$ cat config.mk
export PLATFORM = sky130hd
export DESIGN_NAME = tvgs_sqrt_cell
export DESIGN_NICKNAME = d
export VERILOG_FILES = /design/src/tvgs_pkg.sv /design/src/tvgs_sqrt_cell.sv
export SDC_FILE = /design/constraint.sdc
export NUM_CORES = 1
export LEC_CHECK = 0
export ABC_AREA = 1
export ABC_CLOCK_PERIOD_IN_PS = 1300
export BUFFER_PORTS_ARGS = -buffer_cell sky130_fd_sc_hd__buf_4
export CORE_MARGIN = 5
export CORE_UTILIZATION = 30
export CTS_BUF_LIST = sky130_fd_sc_hd__clkbuf_8
export DETAILED_ROUTE_END_ITERATION = 8
export GPL_ROUTABILITY_DRIVEN = 0
export PLACE_DENSITY = 0.59
export SYNTH_ARGS = -nofsm -noshare
export SYNTH_HDL_FRONTEND = slang
export SYNTH_SLANG_ARGS = --single-unit
export TNS_END_PERCENT = 50
$ cat constraint.sdc
create_clock -name clk_i -period 1.3 [get_ports clk_i]
set_clock_uncertainty 0.1 [all_clocks]
set_input_delay 0.26 -clock clk_i [delete_from_list [all_inputs] [get_ports clk_i]]
set_output_delay 0.26 -clock clk_i [all_outputs]
set_load 0.05 [all_outputs]
$ cat src/tvgs_pkg.sv
// tvgs_pkg: shared types, constants and helpers of the tv gradient shrinkage block
// used by every module in src; depends on nothing
package tvgs_pkg;

  localparam int DataWidth = 32;
  localparam int FracBits  = 16;
  localparam int IbWidth   = 48;
  localparam int SideW     = 2 * DataWidth + 3;
  localparam int SatInW    = DataWidth + 4;
  localparam int ApbDataW  = 64;
  localparam int ApbAddrW  = 4;

  localparam logic [IbWidth-1:0] IbReset = IbWidth'(67108864);

  // register index taken from paddr[3]
  localparam logic AddrInvBeta = 1'b0;
  localparam logic AddrMode    = 1'b1;

  localparam logic ModeIso   = 1'b0;
  localparam logic ModeAniso = 1'b1;

  typedef struct packed {
    logic signed [DataWidth-1:0] grad_h;
    logic signed [DataWidth-1:0] grad_v;
    logic signed [DataWidth-1:0] mult_h;
    logic signed [DataWidth-1:0] mult_v;
  } tvgs_in_t;

  typedef struct packed {
    logic signed [DataWidth-1:0] shrunk_h;
    logic signed [DataWidth-1:0] shrunk_v;
    logic                        clipped;
  } tvgs_out_t;

  // saturate to DataWidth signed bits; msb of the result is the clip flag
  function automatic logic [DataWidth:0] sat_fn(input logic signed [SatInW-1:0] x);
    logic [SatInW-DataWidth:0] top;
    logic [DataWidth:0]        r;
    top = x[SatInW-1:DataWidth-1];
    if (top == '0 || top == '1) begin
      r = {1'b0, x[DataWidth-1:0]};
    end else if (x[SatInW-1]) begin
      r = {1'b1, 1'b1, {(DataWidth-1){1'b0}}};
    end else begin
      r = {1'b1, 1'b0, {(DataWidth-1){1'b1}}};
    end
    return r;
  endfunction

endpackage

$ cat src/tvgs_sqrt_cell.sv
// tvgs_sqrt_cell: one result bit of the pipelined integer square root
// depends on tvgs_pkg
module tvgs_sqrt_cell import tvgs_pkg::*; #(
  parameter int Idx = 0
) (
  input  logic                     clk_i,
  input  logic                     rst_ni,
  input  logic                     en_i,
  input  logic                     valid_i,
  input  logic [2*DataWidth-1:0]   x_i,
  input  logic [DataWidth+1:0]     rem_i,
  input  logic [DataWidth-1:0]     root_i,
  input  logic [SideW-1:0]         side_i,
  output logic                     valid_o,
  output logic [2*DataWidth-1:0]   x_o,
  output logic [DataWidth+1:0]     rem_o,
  output logic [DataWidth-1:0]     root_o,
  output logic [SideW-1:0]         side_o
);

  logic [DataWidth+3:0] rem_ext;
  logic [DataWidth+3:0] trial;
  logic                 ge;
  logic [DataWidth+3:0] rem_sub;
  logic                 valid_q;
  logic [2*DataWidth-1:0] x_q;
  logic [DataWidth+1:0] rem_q, rem_d;
  logic [DataWidth-1:0] root_q, root_d;
  logic [SideW-1:0]     side_q;

  assign rem_ext = {rem_i, x_i[2*Idx+1 -: 2]};
  assign trial   = (DataWidth+4)'({root_i, 2'b01});
  assign ge      = rem_ext >= trial;
  assign rem_sub = rem_ext - trial;
  assign rem_d   = ge ? rem_sub[DataWidth+1:0] : rem_ext[DataWidth+1:0];
  assign root_d  = {root_i[DataWidth-2:0], ge};

  always_ff @(posedge clk_i or negedge rst_ni) begin
    if (!rst_ni) begin
      valid_q <= 1'b0;
    end else if (en_i) begin
      valid_q <= valid_i;
    end
  end

  always_ff @(posedge clk_i) begin
    if (en_i) begin
      x_q    <= x_i;
      rem_q  <= rem_d;
      root_q <= root_d;
      side_q <= side_i;
    end
  end

  assign valid_o = valid_q;
  assign x_o     = x_q;
  assign rem_o   = rem_q;
  assign root_o  = root_q;
  assign side_o  = side_q;

endmodule

# == Word-level counts from Yosys, hierarchy flattened ==
# Index checks and enable logic that the tools add are counted.
# totals
reg_bits,198
inputBits,201
wordCells,8
# classes
add_sub_neg,1
order_cmp,1
mux,1
# ops
operator,count
>= comparator 36 x 34 -> 1 bit,1
2-to-1 mux 34 bit,1
subtractor 34 bit,1

# == Longest topological paths before layout ==
# logic_depth
ltp_word,2
mapped_depth,16
depth_no_buf,15

# == Least setup slack after synthesis ==
# No wires, ideal clock.
# synth_path
path_kind,input -> register
startpoint,input port root_i[13]
endpoint,"register rem_q[25] (netlist: rem_o[25]), data pin"
setup_ns,0.253
arrival_ns,1.643
required_ns,0.947
slack_ns,-0.696
stages,15
path_cell_list,inv_1 ha_1 nand2_1 inv_1 nand2_1 nand2_1 nand2_1 nand2_1 a21oi_1 nand2_1 nand2_1 nand2_4 buf_4 nand3_1 nand2_1
# synth_via
elab_chain_len,2
word_cells_on_any_way,3
cone_classes,add/sub (1); order compare (1); mux (1)
# synth_lines
item,line,text
"start, declared",tvgs_sqrt_cell.sv:12,"input logic [DataWidth-1:0] root_i,"
subtractor 34 bit / >= comparator 36 x 34 -> 1 bit (equally long branches),"tvgs_sqrt_cell.sv:34, tvgs_sqrt_cell.sv:33",
2-to-1 mux 34 bit (*),tvgs_sqrt_cell.sv:35,assign rem_d = ge ? rem_sub[DataWidth+1:0] : rem_ext[DataWidth+1:0];
via rem_d[25],tvgs_sqrt_cell.sv:27,"logic [DataWidth+1:0] rem_q, rem_d;"
"end signal, assigned",tvgs_sqrt_cell.sv:49,rem_q <= rem_d;
"end, declared",tvgs_sqrt_cell.sv:27,
# Mark *: on every way through the listed nets, which the timed path passes. The rest lies on a longest branch.
# A chain may end at the register's enable or synchronous reset.

# == Final worst setup path ==
# layout_path
startpoint,input port root_i[6]
endpoint,"register rem_q[22] (netlist: rem_o[22]), data pin"
# The elaborated chain is that of the path after synthesis.

==> reports/metrics.yaml <==
status: "finished with violations"
violations: "negative setup slack"
ys_seq_area_share_pct: 66.10
power.internal_mw: 12.13
crit_path_end_kind: "flop"
p_sw_mw: 6.904
ys.flop_type: "edfxtp_1"
peakVddDrop_mv: 0.7995
nFillCells: 2429
drtAntennaViolNets: 0
start_util_pct: 30.32
insertion_delay_ps: 460
yosysMostFrequentCell: "nand2_1"
cp_max_fo: 8
wirelength_mm: 36.44
first_pass_iters: 5
seqPwrFrac_pct: 42.2
synth_edf_count: 197
grt_max_degree: 47
share_comb_of_total_power_pct: 36.5
worstMarginPinSlew_ps: 294.6
powerDensity_nw_per_um2: 1084
max_cap_viol_count: 0
synthTopCellsByCount: "nand2_1 (288), edfxtp_1 (197), inv_1 (139)"
cts_sinks: 198
synth.area.top_cells: "edfxtp_1 (66%), nand2_1 (12%), inv_1 (5.8%)"
grt_pass1_wl_mm: 52.24
ff2ff_path_depth: 1
rsz0062_at_grt: "true"
yosys.cell_types.count: 26
clockPowerShare_pct: 21.3
drc: 0
ys_ff_latch: 198
numCtsBuffers: 17
cts-root-buf: "clkbuf_8"
cp.arrival_ps: 1840
routed-via-count: 8694
coreArea_um2: 29640
wl_per_cell_um: 18.47
seqCellArea_um2: 5941
cts_max_path_buffers: 2
swShare_pct: 36.28
hold_violations: 0
setup_ws_ps: -420.2
antenna_found_initial: 2
num_io_pins: 399
drt_iter0_drc: 350
crit_required_ps: 1420
row_count: 63
gr-usage-all-layers_pct: 20.35
io_buffers: 398
hold_slack_ps: 47.37
hpwl_mm: 25.92
hold_class: "input pin to flop"
p_leak_nw: 7.987
path_clk_slew_ps: 110
syn2layout_area_growth_pct: 95.32
via_per_inst: 4.406
cts_tree: "done"
layout-drive-gt1-share_pct: 46.08
utilization_pct: 59.23
synthCells: 843
die_h_um: 183.1
synth_fp_nets: 1078
setup_violations: 233
grt-ovfl-total: 0
yosysTopAreaCellShare_pct: 65.82
start_kind: "input pin"
htreeDepth: 4
pre_cts_ws_ps: -948.9
dieArea_um2: 33520
drv_slew: 0
crit_type: "input pin to flop"
whs_path_depth: 4
synth-warning-count: 0
max-slew-margin-rel_pct: 80.15
multi_input_area_um2: 3299
fmaxAchievable_mhz: 581.3
layout.nets: 1804
synth_top_cell_by_area: "edfxtp_1"
synth-async-reset-ratio_pct: 0.5051
fin_crit_sh_pct: 132.3
syn_area_um2: 8987
syn-mean-instance-area_um2: 10.66
finalCriticalPeriod_ps: 1720
grt_pass1_vias: 9162
die_w_um: 183.1
==> layout by cell type (no fill, tap or decap), types with 9 or more instances in the layout <==
master           n
clkbuf_8        18
nand2_2         52
inv_2           19
inv_4           10
nand3_1         31
a21oi_1         18
inv_1          108
edfxtp_1       197
ha_4            30
buf_12           9
dlygate4sd3_1  191
nand2_4         21
xor2_1          15
buf_6          218
buf_4          286
nor2_1          41
nand2_1        217
nor2_4          11
o21ai_0          9
==> cell type report <==
type / count / share of cell area [%]
clock buffer: 17 / 1.333
timing repair buffer: 713 / 39.02
clock inverter: 15 / 0.8909
multi-input combinational: 499 / 18.80
sequential: 198 / 33.84
inverter: 140 / 3.321
antenna: 1 / 0.01426
tap: 390 / 2.780
==> flip-flops by register name (all words and copies together) (netlist names) <==
signal,flops
root_o,32
valid_o,1
x_o,64
side_o,67
rem_o,34
==> kinds of logic (layout without fill, tap and decap cells) <==
logic type | after synthesis | count (layout) | share of synthesized area, %
simple gates | 404 | 404 | 18.32
flops | 198 | 198 | 66.10
buf+inv | 146 | 885 | 6.501
fa+ha+maj | 34 | 34 | 4.733
xor+xnor | 18 | 18 | 1.754
compound gates | 42 | 42 | 2.464
mux | 1 | 1 | 0.1253
other cells | 0 | 1 | 0
==> power by group through the flow <==
stage	clock, mW	sequential (mW)	combinational (mW)
2_1_floorplan	0	10.1	1.31
3_3_place_gp	0	8.03	5.73
3_5_place_dp	0	8.03	5.78
4_1_cts	4.18	7.98	6.70
5_1_grt	4.44	8.08	7.32
6_report	4.05	8.03	6.95
==> worst max-delay path, cell delays in order <==
cell,delay [ps]
buf_6,100
inv_12,30
ha_4,290
nand2_4,60
nor2_4,130
buf_4,130
nand2_2,50
nand3_2,90
nand2_2,70
nand2_2,100
nand2_4,70
nand2_8,120
inv_8,60
buf_12,150
nand2_2,70
nand2_1,40
==> per-layer routing <==
metal,vias to the layer above,GRT usage [%],part of all wire [%]
met2,303,38.10,53
met4,2,7.032,3.1
met1,4120,21.87,37
li1,4207,-,-
met5,-,0,0.036
met3,62,5.831,6.6
==> stage by stage <==
step / cell area [um^2] / std cells / total power, mW / setup TNS, ps
2_1_floorplan: 9518 / 843 / 11.40 / -19750
3_3_place_gp: 13830 / 1731 / 13.76 / -30100
3_5_place_dp: 13830 / 1731 / 13.82 / -31120
4_1_cts: 17040 / 1964 / 18.87 / -38290
5_1_grt: 17550 / 1973 / 19.84 / -48930
6_report: 17550 / 1973 / 19.03 / -34440
==> final timing paths <==
kind	startpoint	endpoint	slack [ps]
max in group asynchronous	rst_ni	valid_o	400
worst max-delay path	root_i[6]	rem_o[22]	-420
worst max register to register	valid_o	valid_o	420
worst min register to register	valid_o	valid_o	460
worst min-delay path	rem_i[8]	rem_o[10]	50
min in group asynchronous	rst_ni	valid_o	590
==> repair_timing <==
action	4_1_cts	5_1_grt
hold buffers	191	0
pin swaps	38	23
hold endpoints to repair	190	0
cloned	1	1
buffers inserted	9	7
resized for setup	233	127
setup endpoints to repair	233	233
Power figures use the tool's default switching activity.
