$ cat config.mk
export PLATFORM = sky130hd
export DESIGN_NAME = tvgs_div_cell
export DESIGN_NICKNAME = d
export VERILOG_FILES = /design/src/tvgs_pkg.sv /design/src/tvgs_div_cell.sv
export SDC_FILE = /design/constraint.sdc
export NUM_CORES = 1
export LEC_CHECK = 0
export ABC_AREA = 0
export BUFFER_PORTS_ARGS = -buffer_cell sky130_fd_sc_hd__buf_2
export CORE_AREA = 2 2 279 281
export CTS_BUF_LIST = sky130_fd_sc_hd__clkbuf_4
export CTS_CLUSTER_SIZE = 12
export DETAILED_ROUTE_END_ITERATION = 8
export DIE_AREA = 0 0 281 283
export GPL_TIMING_DRIVEN = 1
export SYNTH_ARGS = -nofsm -noshare
export SYNTH_HDL_FRONTEND = slang
export SYNTH_SLANG_ARGS = --single-unit
export TNS_END_PERCENT = 20
$ cat constraint.sdc
create_clock -name clk_i -period 0.9 [get_ports clk_i]
set_input_delay 0.09 -clock clk_i [delete_from_list [all_inputs] [get_ports clk_i]]
set_output_delay 0.09 -clock clk_i [all_outputs]
set_load 0.01 [all_outputs]
$ cat src/tvgs_pkg.sv
// tvgs_pkg: shared types, constants and helpers of the tv gradient shrinkage block
// used by every module in src; depends on nothing
package tvgs_pkg;

  localparam int DataWidth = 32;
  localparam int FracBits  = 16;
  localparam int IbWidth   = 48;
  localparam int SideW     = 2 * DataWidth + 3;
  localparam int SatInW    = DataWidth + 4;
  localparam int ApbDataW  = 64;
  localparam int ApbAddrW  = 4;

  localparam logic [IbWidth-1:0] IbReset = IbWidth'(67108864);

  // register index taken from paddr[3]
  localparam logic AddrInvBeta = 1'b0;
  localparam logic AddrMode    = 1'b1;

  localparam logic ModeIso   = 1'b0;
  localparam logic ModeAniso = 1'b1;

  typedef struct packed {
    logic signed [DataWidth-1:0] grad_h;
    logic signed [DataWidth-1:0] grad_v;
    logic signed [DataWidth-1:0] mult_h;
    logic signed [DataWidth-1:0] mult_v;
  } tvgs_in_t;

  typedef struct packed {
    logic signed [DataWidth-1:0] shrunk_h;
    logic signed [DataWidth-1:0] shrunk_v;
    logic                        clipped;
  } tvgs_out_t;

  // saturate to DataWidth signed bits; msb of the result is the clip flag
  function automatic logic [DataWidth:0] sat_fn(input logic signed [SatInW-1:0] x);
    logic [SatInW-DataWidth:0] top;
    logic [DataWidth:0]        r;
    top = x[SatInW-1:DataWidth-1];
    if (top == '0 || top == '1) begin
      r = {1'b0, x[DataWidth-1:0]};
    end else if (x[SatInW-1]) begin
      r = {1'b1, 1'b1, {(DataWidth-1){1'b0}}};
    end else begin
      r = {1'b1, 1'b0, {(DataWidth-1){1'b1}}};
    end
    return r;
  endfunction

endpackage

$ cat src/tvgs_div_cell.sv
// tvgs_div_cell: one quotient bit of both restoring dividers, shared divisor
// depends on tvgs_pkg
module tvgs_div_cell import tvgs_pkg::*; #(
  parameter int Bit = 0
) (
  input  logic                   clk_i,
  input  logic                   rst_ni,
  input  logic                   en_i,
  input  logic                   valid_i,
  input  logic [DataWidth-1:0]   n_i,
  input  logic [2*DataWidth:0]   num_h_i,
  input  logic [2*DataWidth:0]   num_v_i,
  input  logic [DataWidth-1:0]   rem_h_i,
  input  logic [DataWidth-1:0]   rem_v_i,
  input  logic [DataWidth:0]     q_h_i,
  input  logic [DataWidth:0]     q_v_i,
  input  logic [SideW-1:0]       side_i,
  output logic                   valid_o,
  output logic [DataWidth-1:0]   n_o,
  output logic [2*DataWidth:0]   num_h_o,
  output logic [2*DataWidth:0]   num_v_o,
  output logic [DataWidth-1:0]   rem_h_o,
  output logic [DataWidth-1:0]   rem_v_o,
  output logic [DataWidth:0]     q_h_o,
  output logic [DataWidth:0]     q_v_o,
  output logic [SideW-1:0]       side_o
);

  logic [DataWidth:0]   rx_h, rx_v, nx, sub_h, sub_v;
  logic                 ge_h, ge_v;
  logic                 valid_q;
  logic [DataWidth-1:0] n_q, rem_h_q, rem_v_q;
  logic [2*DataWidth:0] num_h_q, num_v_q;
  logic [DataWidth:0]   q_h_q, q_v_q;
  logic [SideW-1:0]     side_q;

  assign nx    = {1'b0, n_i};
  assign rx_h  = {rem_h_i, num_h_i[Bit]};
  assign rx_v  = {rem_v_i, num_v_i[Bit]};
  assign ge_h  = rx_h >= nx;
  assign ge_v  = rx_v >= nx;
  assign sub_h = rx_h - nx;
  assign sub_v = rx_v - nx;

  always_ff @(posedge clk_i or negedge rst_ni) begin
    if (!rst_ni) begin
      valid_q <= 1'b0;
    end else if (en_i) begin
      valid_q <= valid_i;
    end
  end

  always_ff @(posedge clk_i) begin
    if (en_i) begin
      n_q     <= n_i;
      num_h_q <= num_h_i;
      num_v_q <= num_v_i;
      rem_h_q <= ge_h ? sub_h[DataWidth-1:0] : rx_h[DataWidth-1:0];
      rem_v_q <= ge_v ? sub_v[DataWidth-1:0] : rx_v[DataWidth-1:0];
      q_h_q   <= {q_h_i[DataWidth-1:0], ge_h};
      q_v_q   <= {q_v_i[DataWidth-1:0], ge_v};
      side_q  <= side_i;
    end
  end

  assign valid_o = valid_q;
  assign n_o     = n_q;
  assign num_h_o = num_h_q;
  assign num_v_o = num_v_q;
  assign rem_h_o = rem_h_q;
  assign rem_v_o = rem_v_q;
  assign q_h_o   = q_h_q;
  assign q_v_o   = q_v_q;
  assign side_o  = side_q;

endmodule

* Yosys cells after proc, flatten, opt, wreduce, memory -nomap -nowiden
Index checks and enable logic that the tools add are counted.
** Word-level totals
- Bits of input ports :: 363
- Register bits :: 360
- Output and inout bits :: 360
- Word-level logic and storage cells :: 15
** Operators by class
- Order comparisons :: 2
- Add/subtract/negate cells :: 2
- Mux-type cells :: 2
** Operator list (number)
- greater-or-equal comparator 33 x 32 -> 1 bit :: 2
- two-way mux 32 bit :: 2
- subtractor 32 bit :: 2

* Longest topological paths before layout
- Depth after elaboration :: 2
- Depth in mapped cells :: 14
- Depth with buffers taken out :: 12

* Worst setup path after synthesis
OpenSTA, ideal clock, no wires.
- Path type :: input-to-reg
- Start point :: input port n_i[18]
- End point :: register rem_v_q[24] (netlist: rem_v_o[24]) (data pin)
- Path buffers :: 2
- Setup time :: 0.262 ns
- Cell stages on the path :: 13
- Slack :: -2.053 ns
- Arrival :: 2.691 ns
- Path through :: inv_1 -> ha_1 -> buf_2 -> a21o_1 -> a21o_1 -> a21o_1 -> a221oi_2 -> o21ai_1 -> a31oi_1 -> a21oi_2 -> a2111oi_4 -> buf_6 -> mux2_1
** Between the ends
- Cells in the longest elaborated chain, start to end :: 2
** Ends and longest elaborated chain
- start: declaration :: line tvgs_div_cell.sv:10 : input logic [DataWidth-1:0] n_i,
- subtractor 32 bit or greater-or-equal comparator 33 x 32 -> 1 bit (tied branches) :: line tvgs_div_cell.sv:43, tvgs_div_cell.sv:41
- two-way mux 32 bit (*) :: line tvgs_div_cell.sv:59 : rem_v_q <= ge_v ? sub_v[DataWidth-1:0] : rx_v[DataWidth-1:0];
- end signal: assignment :: line tvgs_div_cell.sv:59
- end: declaration :: line tvgs_div_cell.sv:32 : logic [DataWidth-1:0] n_q, rem_h_q, rem_v_q;
Every way passes the cells marked *; elsewhere a longest branch is shown, timed or not.
A chain may end at the register's enable or synchronous reset.

* Final worst setup path
- Start point :: input port rem_h_i[21]
- End point :: register rem_h_q[15] (netlist: rem_h_o[15]) (data pin)
** Between the ends
- Cells in the longest elaborated chain, start to end :: 2
** Ends and longest elaborated chain
- start: declaration :: line tvgs_div_cell.sv:13 : input logic [DataWidth-1:0] rem_h_i,
- greater-or-equal comparator 33 x 32 -> 1 bit :: line tvgs_div_cell.sv:40 : assign ge_h = rx_h >= nx;
- via ge_h :: line tvgs_div_cell.sv:30 : logic ge_h, ge_v;
- two-way mux 32 bit :: line tvgs_div_cell.sv:58 : rem_h_q <= ge_h ? sub_h[DataWidth-1:0] : rx_h[DataWidth-1:0];
- end signal: assignment :: line tvgs_div_cell.sv:58
- end: declaration :: line tvgs_div_cell.sv:32
The timed path passes the listed nets, and every way through them passes these cells.

==> flow_summary.yaml <==
timing:
  rsz0062_at_grt: "yes"
  finalSetupViolCount: 426
  worst_slew_pin_slew_ns: 0.463
  finalCritPeriodShare: 2.32
  final-max-slew-violation-count: 0
  relSlewSlack: 0.689
  fin_ws_ns: -1.19
  hold_viol_final: 40
  holdWs_ns: -0.563
  period_needed_ns: 2.09
  clock.fmax_ghz: 0.479
  fin_skew_ns: 0
  finalSetupTns_ns: -278.83
floorplanning:
  die_area_um2: 79500
  rows: 102
  coreArea_um2: 76700
  start_util: 0.195
  die_h_um: 283
  io_pins: 723
  die_width_um: 281
setup_path:
  arrival_ns: 2.70
  worstSetupPathType: "input pin to flop"
  end_kind: "flop"
  path_max_fanout: 5
  ff2ff_path_depth: 1
  crit_path_start_kind: "input pin"
  crit_required_ns: 1.51
power:
  power_density_nw_per_um2: 1590
  power_leakage_uw: 0.0135
  ir_drop_v: 0.000852
global_route:
  grt_usage: 0.198
  antenna_found_initial: 35
  grt_start_max_net_pins: 33
  grt_pass1_wl_um: 113000
  grt_pass1_vias: 16900
  gr-total-overflow: 0
routing:
  drt-initial-drc-count: 813
  ant_nets: 0
  drc_errors: 0
  dr.pass1.iters: 5
  via_per_inst: 4.16
  via_count: 15800
  wire_per_inst_um: 21.8
  wl_um: 82800
logic_synthesis:
  synthCells: 969
  ys_types: 54
  synth_area_um2: 15000
  syn_nets: 1398
  synthArstFlopShare: 0.00278
  avgSynthCellArea_um2: 15.4
  ys.flop_type: "edfxtp_1"
  ys_warn_count: 0
  synth.ff_latch_count: 360
  synth_edf_count: 359
  seq_area_frac_synth: 0.722
finish:
  seqCellArea_um2: 10800
  finalNonFillerCells: 3791
  final_nets: 3084
  multi_input_area_um2: 4990
  fillers: 7085
  drive_gt1_frac: 0.494
  finalCoreUtilization: 0.406
  area_growth_pct: 108
placement:
  place_inst: 2968
  gp_congestion: 0.900
  hpwl_um: 57500
  portBuffers: 720
  dp_slack_ns: -2.39
clock_network:
  clk_latency_ns: 0.85
  numClockSinks: 360
  cts_inserted_buffers: 101
  h-tree-depth: 3
  cts_tree: "done"
  cts-root-buf: "clkbuf_4"
  clockBufferDepth: 3
  cts.reportedPaths.clkPinSlew_ns: 0.06
flow_run:
  cap_violations: 0
outcome:
  failed_checks: "negative hold slack, negative setup slack"
  status: "finished, violations left"
hold_path:
  hold_path_class: "input pin to flop"
  hold-path-cell-count: 1
-- Yosys cell counts, types with 6 or more instances --
cell      instances  area, um2
a21o_1           27        203
a21oi_1          54        270
a31oi_1          12       75.1
and3_1            6       37.5
clkbuf_1         21       78.8
edfxtp_1        359      10800
ha_1             64        801
inv_1            49        184
mux2_1           27        304
mux2_2            6       67.6
nand2_1          64        240
nand2b_1          9       56.3
nand3_1          13       65.1
nand4_1          14       87.6
nor2_1           30        113
nor2b_1          13       81.3
nor3_1            6       30.0
o21ai_0          57        285
o21bai_1          6       45.0
xnor2_1          30        263
xor2_1           29        254
-- critical path, cell delays in order --
cell and delay, ns:
buf_2 0.12, dlygate4sd3_1 0.65, ha_4 0.33, nand4_1 0.18
nor4_4 0.27, a31oi_2 0.11, nand3b_1 0.14, a21oi_4 0.05
or2_4 0.35, inv_4 0.11, mux2_4 0.30
-- cells by family after synthesis --
family                     count (synthesis)  synth area share
AOI/OAI and AO/OA                        202            0.0856
xor gates and xnor gates                  59            0.0345
adders and majority gates                 66            0.0562
muxes                                     35            0.0262
DFF                                      360             0.722
and+or+nand+nor                          173            0.0556
buffers and inverters                     74            0.0201
-- final cells by class --
| cell class | instances | area share |
|---|---|---|
| multi-input combinational | 536 | 0.160 |
| tap | 1040 | 0.0417 |
| antenna | 24 | 0.00193 |
| clock buffer | 136 | 0.0328 |
| sequential | 360 | 0.347 |
| timing repair buffer | 1607 | 0.404 |
| clock inverter | 39 | 0.00566 |
| inverter | 49 | 0.00702 |
-- power by group --
group	total (uW)	switching [uW]	internal (uW)
logic	13600	6380	7250
clock network	14900	7870	7030
registers	21000	667	20400
total	49600	14900	34600
-- state kept, by name, summed over array words and instances (netlist names) --
signal / cells
side_o: 67
num_h_o: 65
num_v_o: 65
q_h_o: 33
q_v_o: 33
n_o: 32
rem_h_o: 32
rem_v_o: 32
valid_o: 1
-- through the flow --
step	power, uW	cell area [um2]
2_1_floorplan	24800	15100
3_3_place_gp	30500	21900
3_5_place_dp	30500	21900
4_1_cts	49300	30400
5_1_grt	52000	31200
6_report	49600	31200
-- what timing repair did --
item	in CTS	in global routing
setup buffers	24	8
pin swaps	83	34
setup endpoints to repair	426	426
endpoints found under the hold margin	719	81
gates cloned	10	0
hold buffers	560	39
gates resized for setup	329	102
-- per-layer routing --
| metal | wire length, um | up-vias | track usage | part of all wire |
|---|---|---|---|---|
| met5 | 161 | - | 0 | 0.0019 |
| met4 | 3900 | 24 | 0.108 | 0.047 |
| met3 | 8810 | 201 | 0.0929 | 0.11 |
| met2 | 39900 | 720 | 0.331 | 0.48 |
| met1 | 29900 | 7659 | 0.205 | 0.36 |
| li1 | - | 7162 | - | - |
-- cells in the final DEF (no fill, tap or decap), types with 20 or more instances in the layout --
cell type,n
a21o_1,27
a21oi_1,47
buf_2,643
buf_4,260
buf_6,82
clkbuf_4,137
clkinv_1,28
diode_2,24
dlygate4sd3_1,593
edfxtp_1,359
ha_1,33
ha_4,30
inv_1,31
mux2_4,32
nand2_1,34
nand2_4,25
nor2_1,30
o21ai_0,20
o21ai_2,29
xnor2_1,29
xor2_1,29
-- worst paths after layout --
| path | from | end | slack (ns) |
|---|---|---|---|
| setup / recovery | rem_h_i[21] | rem_h_o[15] | -1.19 |
| hold / removal | n_i[8] | n_o[8] | -0.56 |
| setup reg to reg | valid_o | valid_o | 0.14 |
| hold reg to reg | valid_o | valid_o | 0.53 |
| max in group asynchronous | rst_ni | valid_o | 0.49 |
| min in group asynchronous | rst_ni | valid_o | 0.31 |
(Power assumes the default switching activity.)
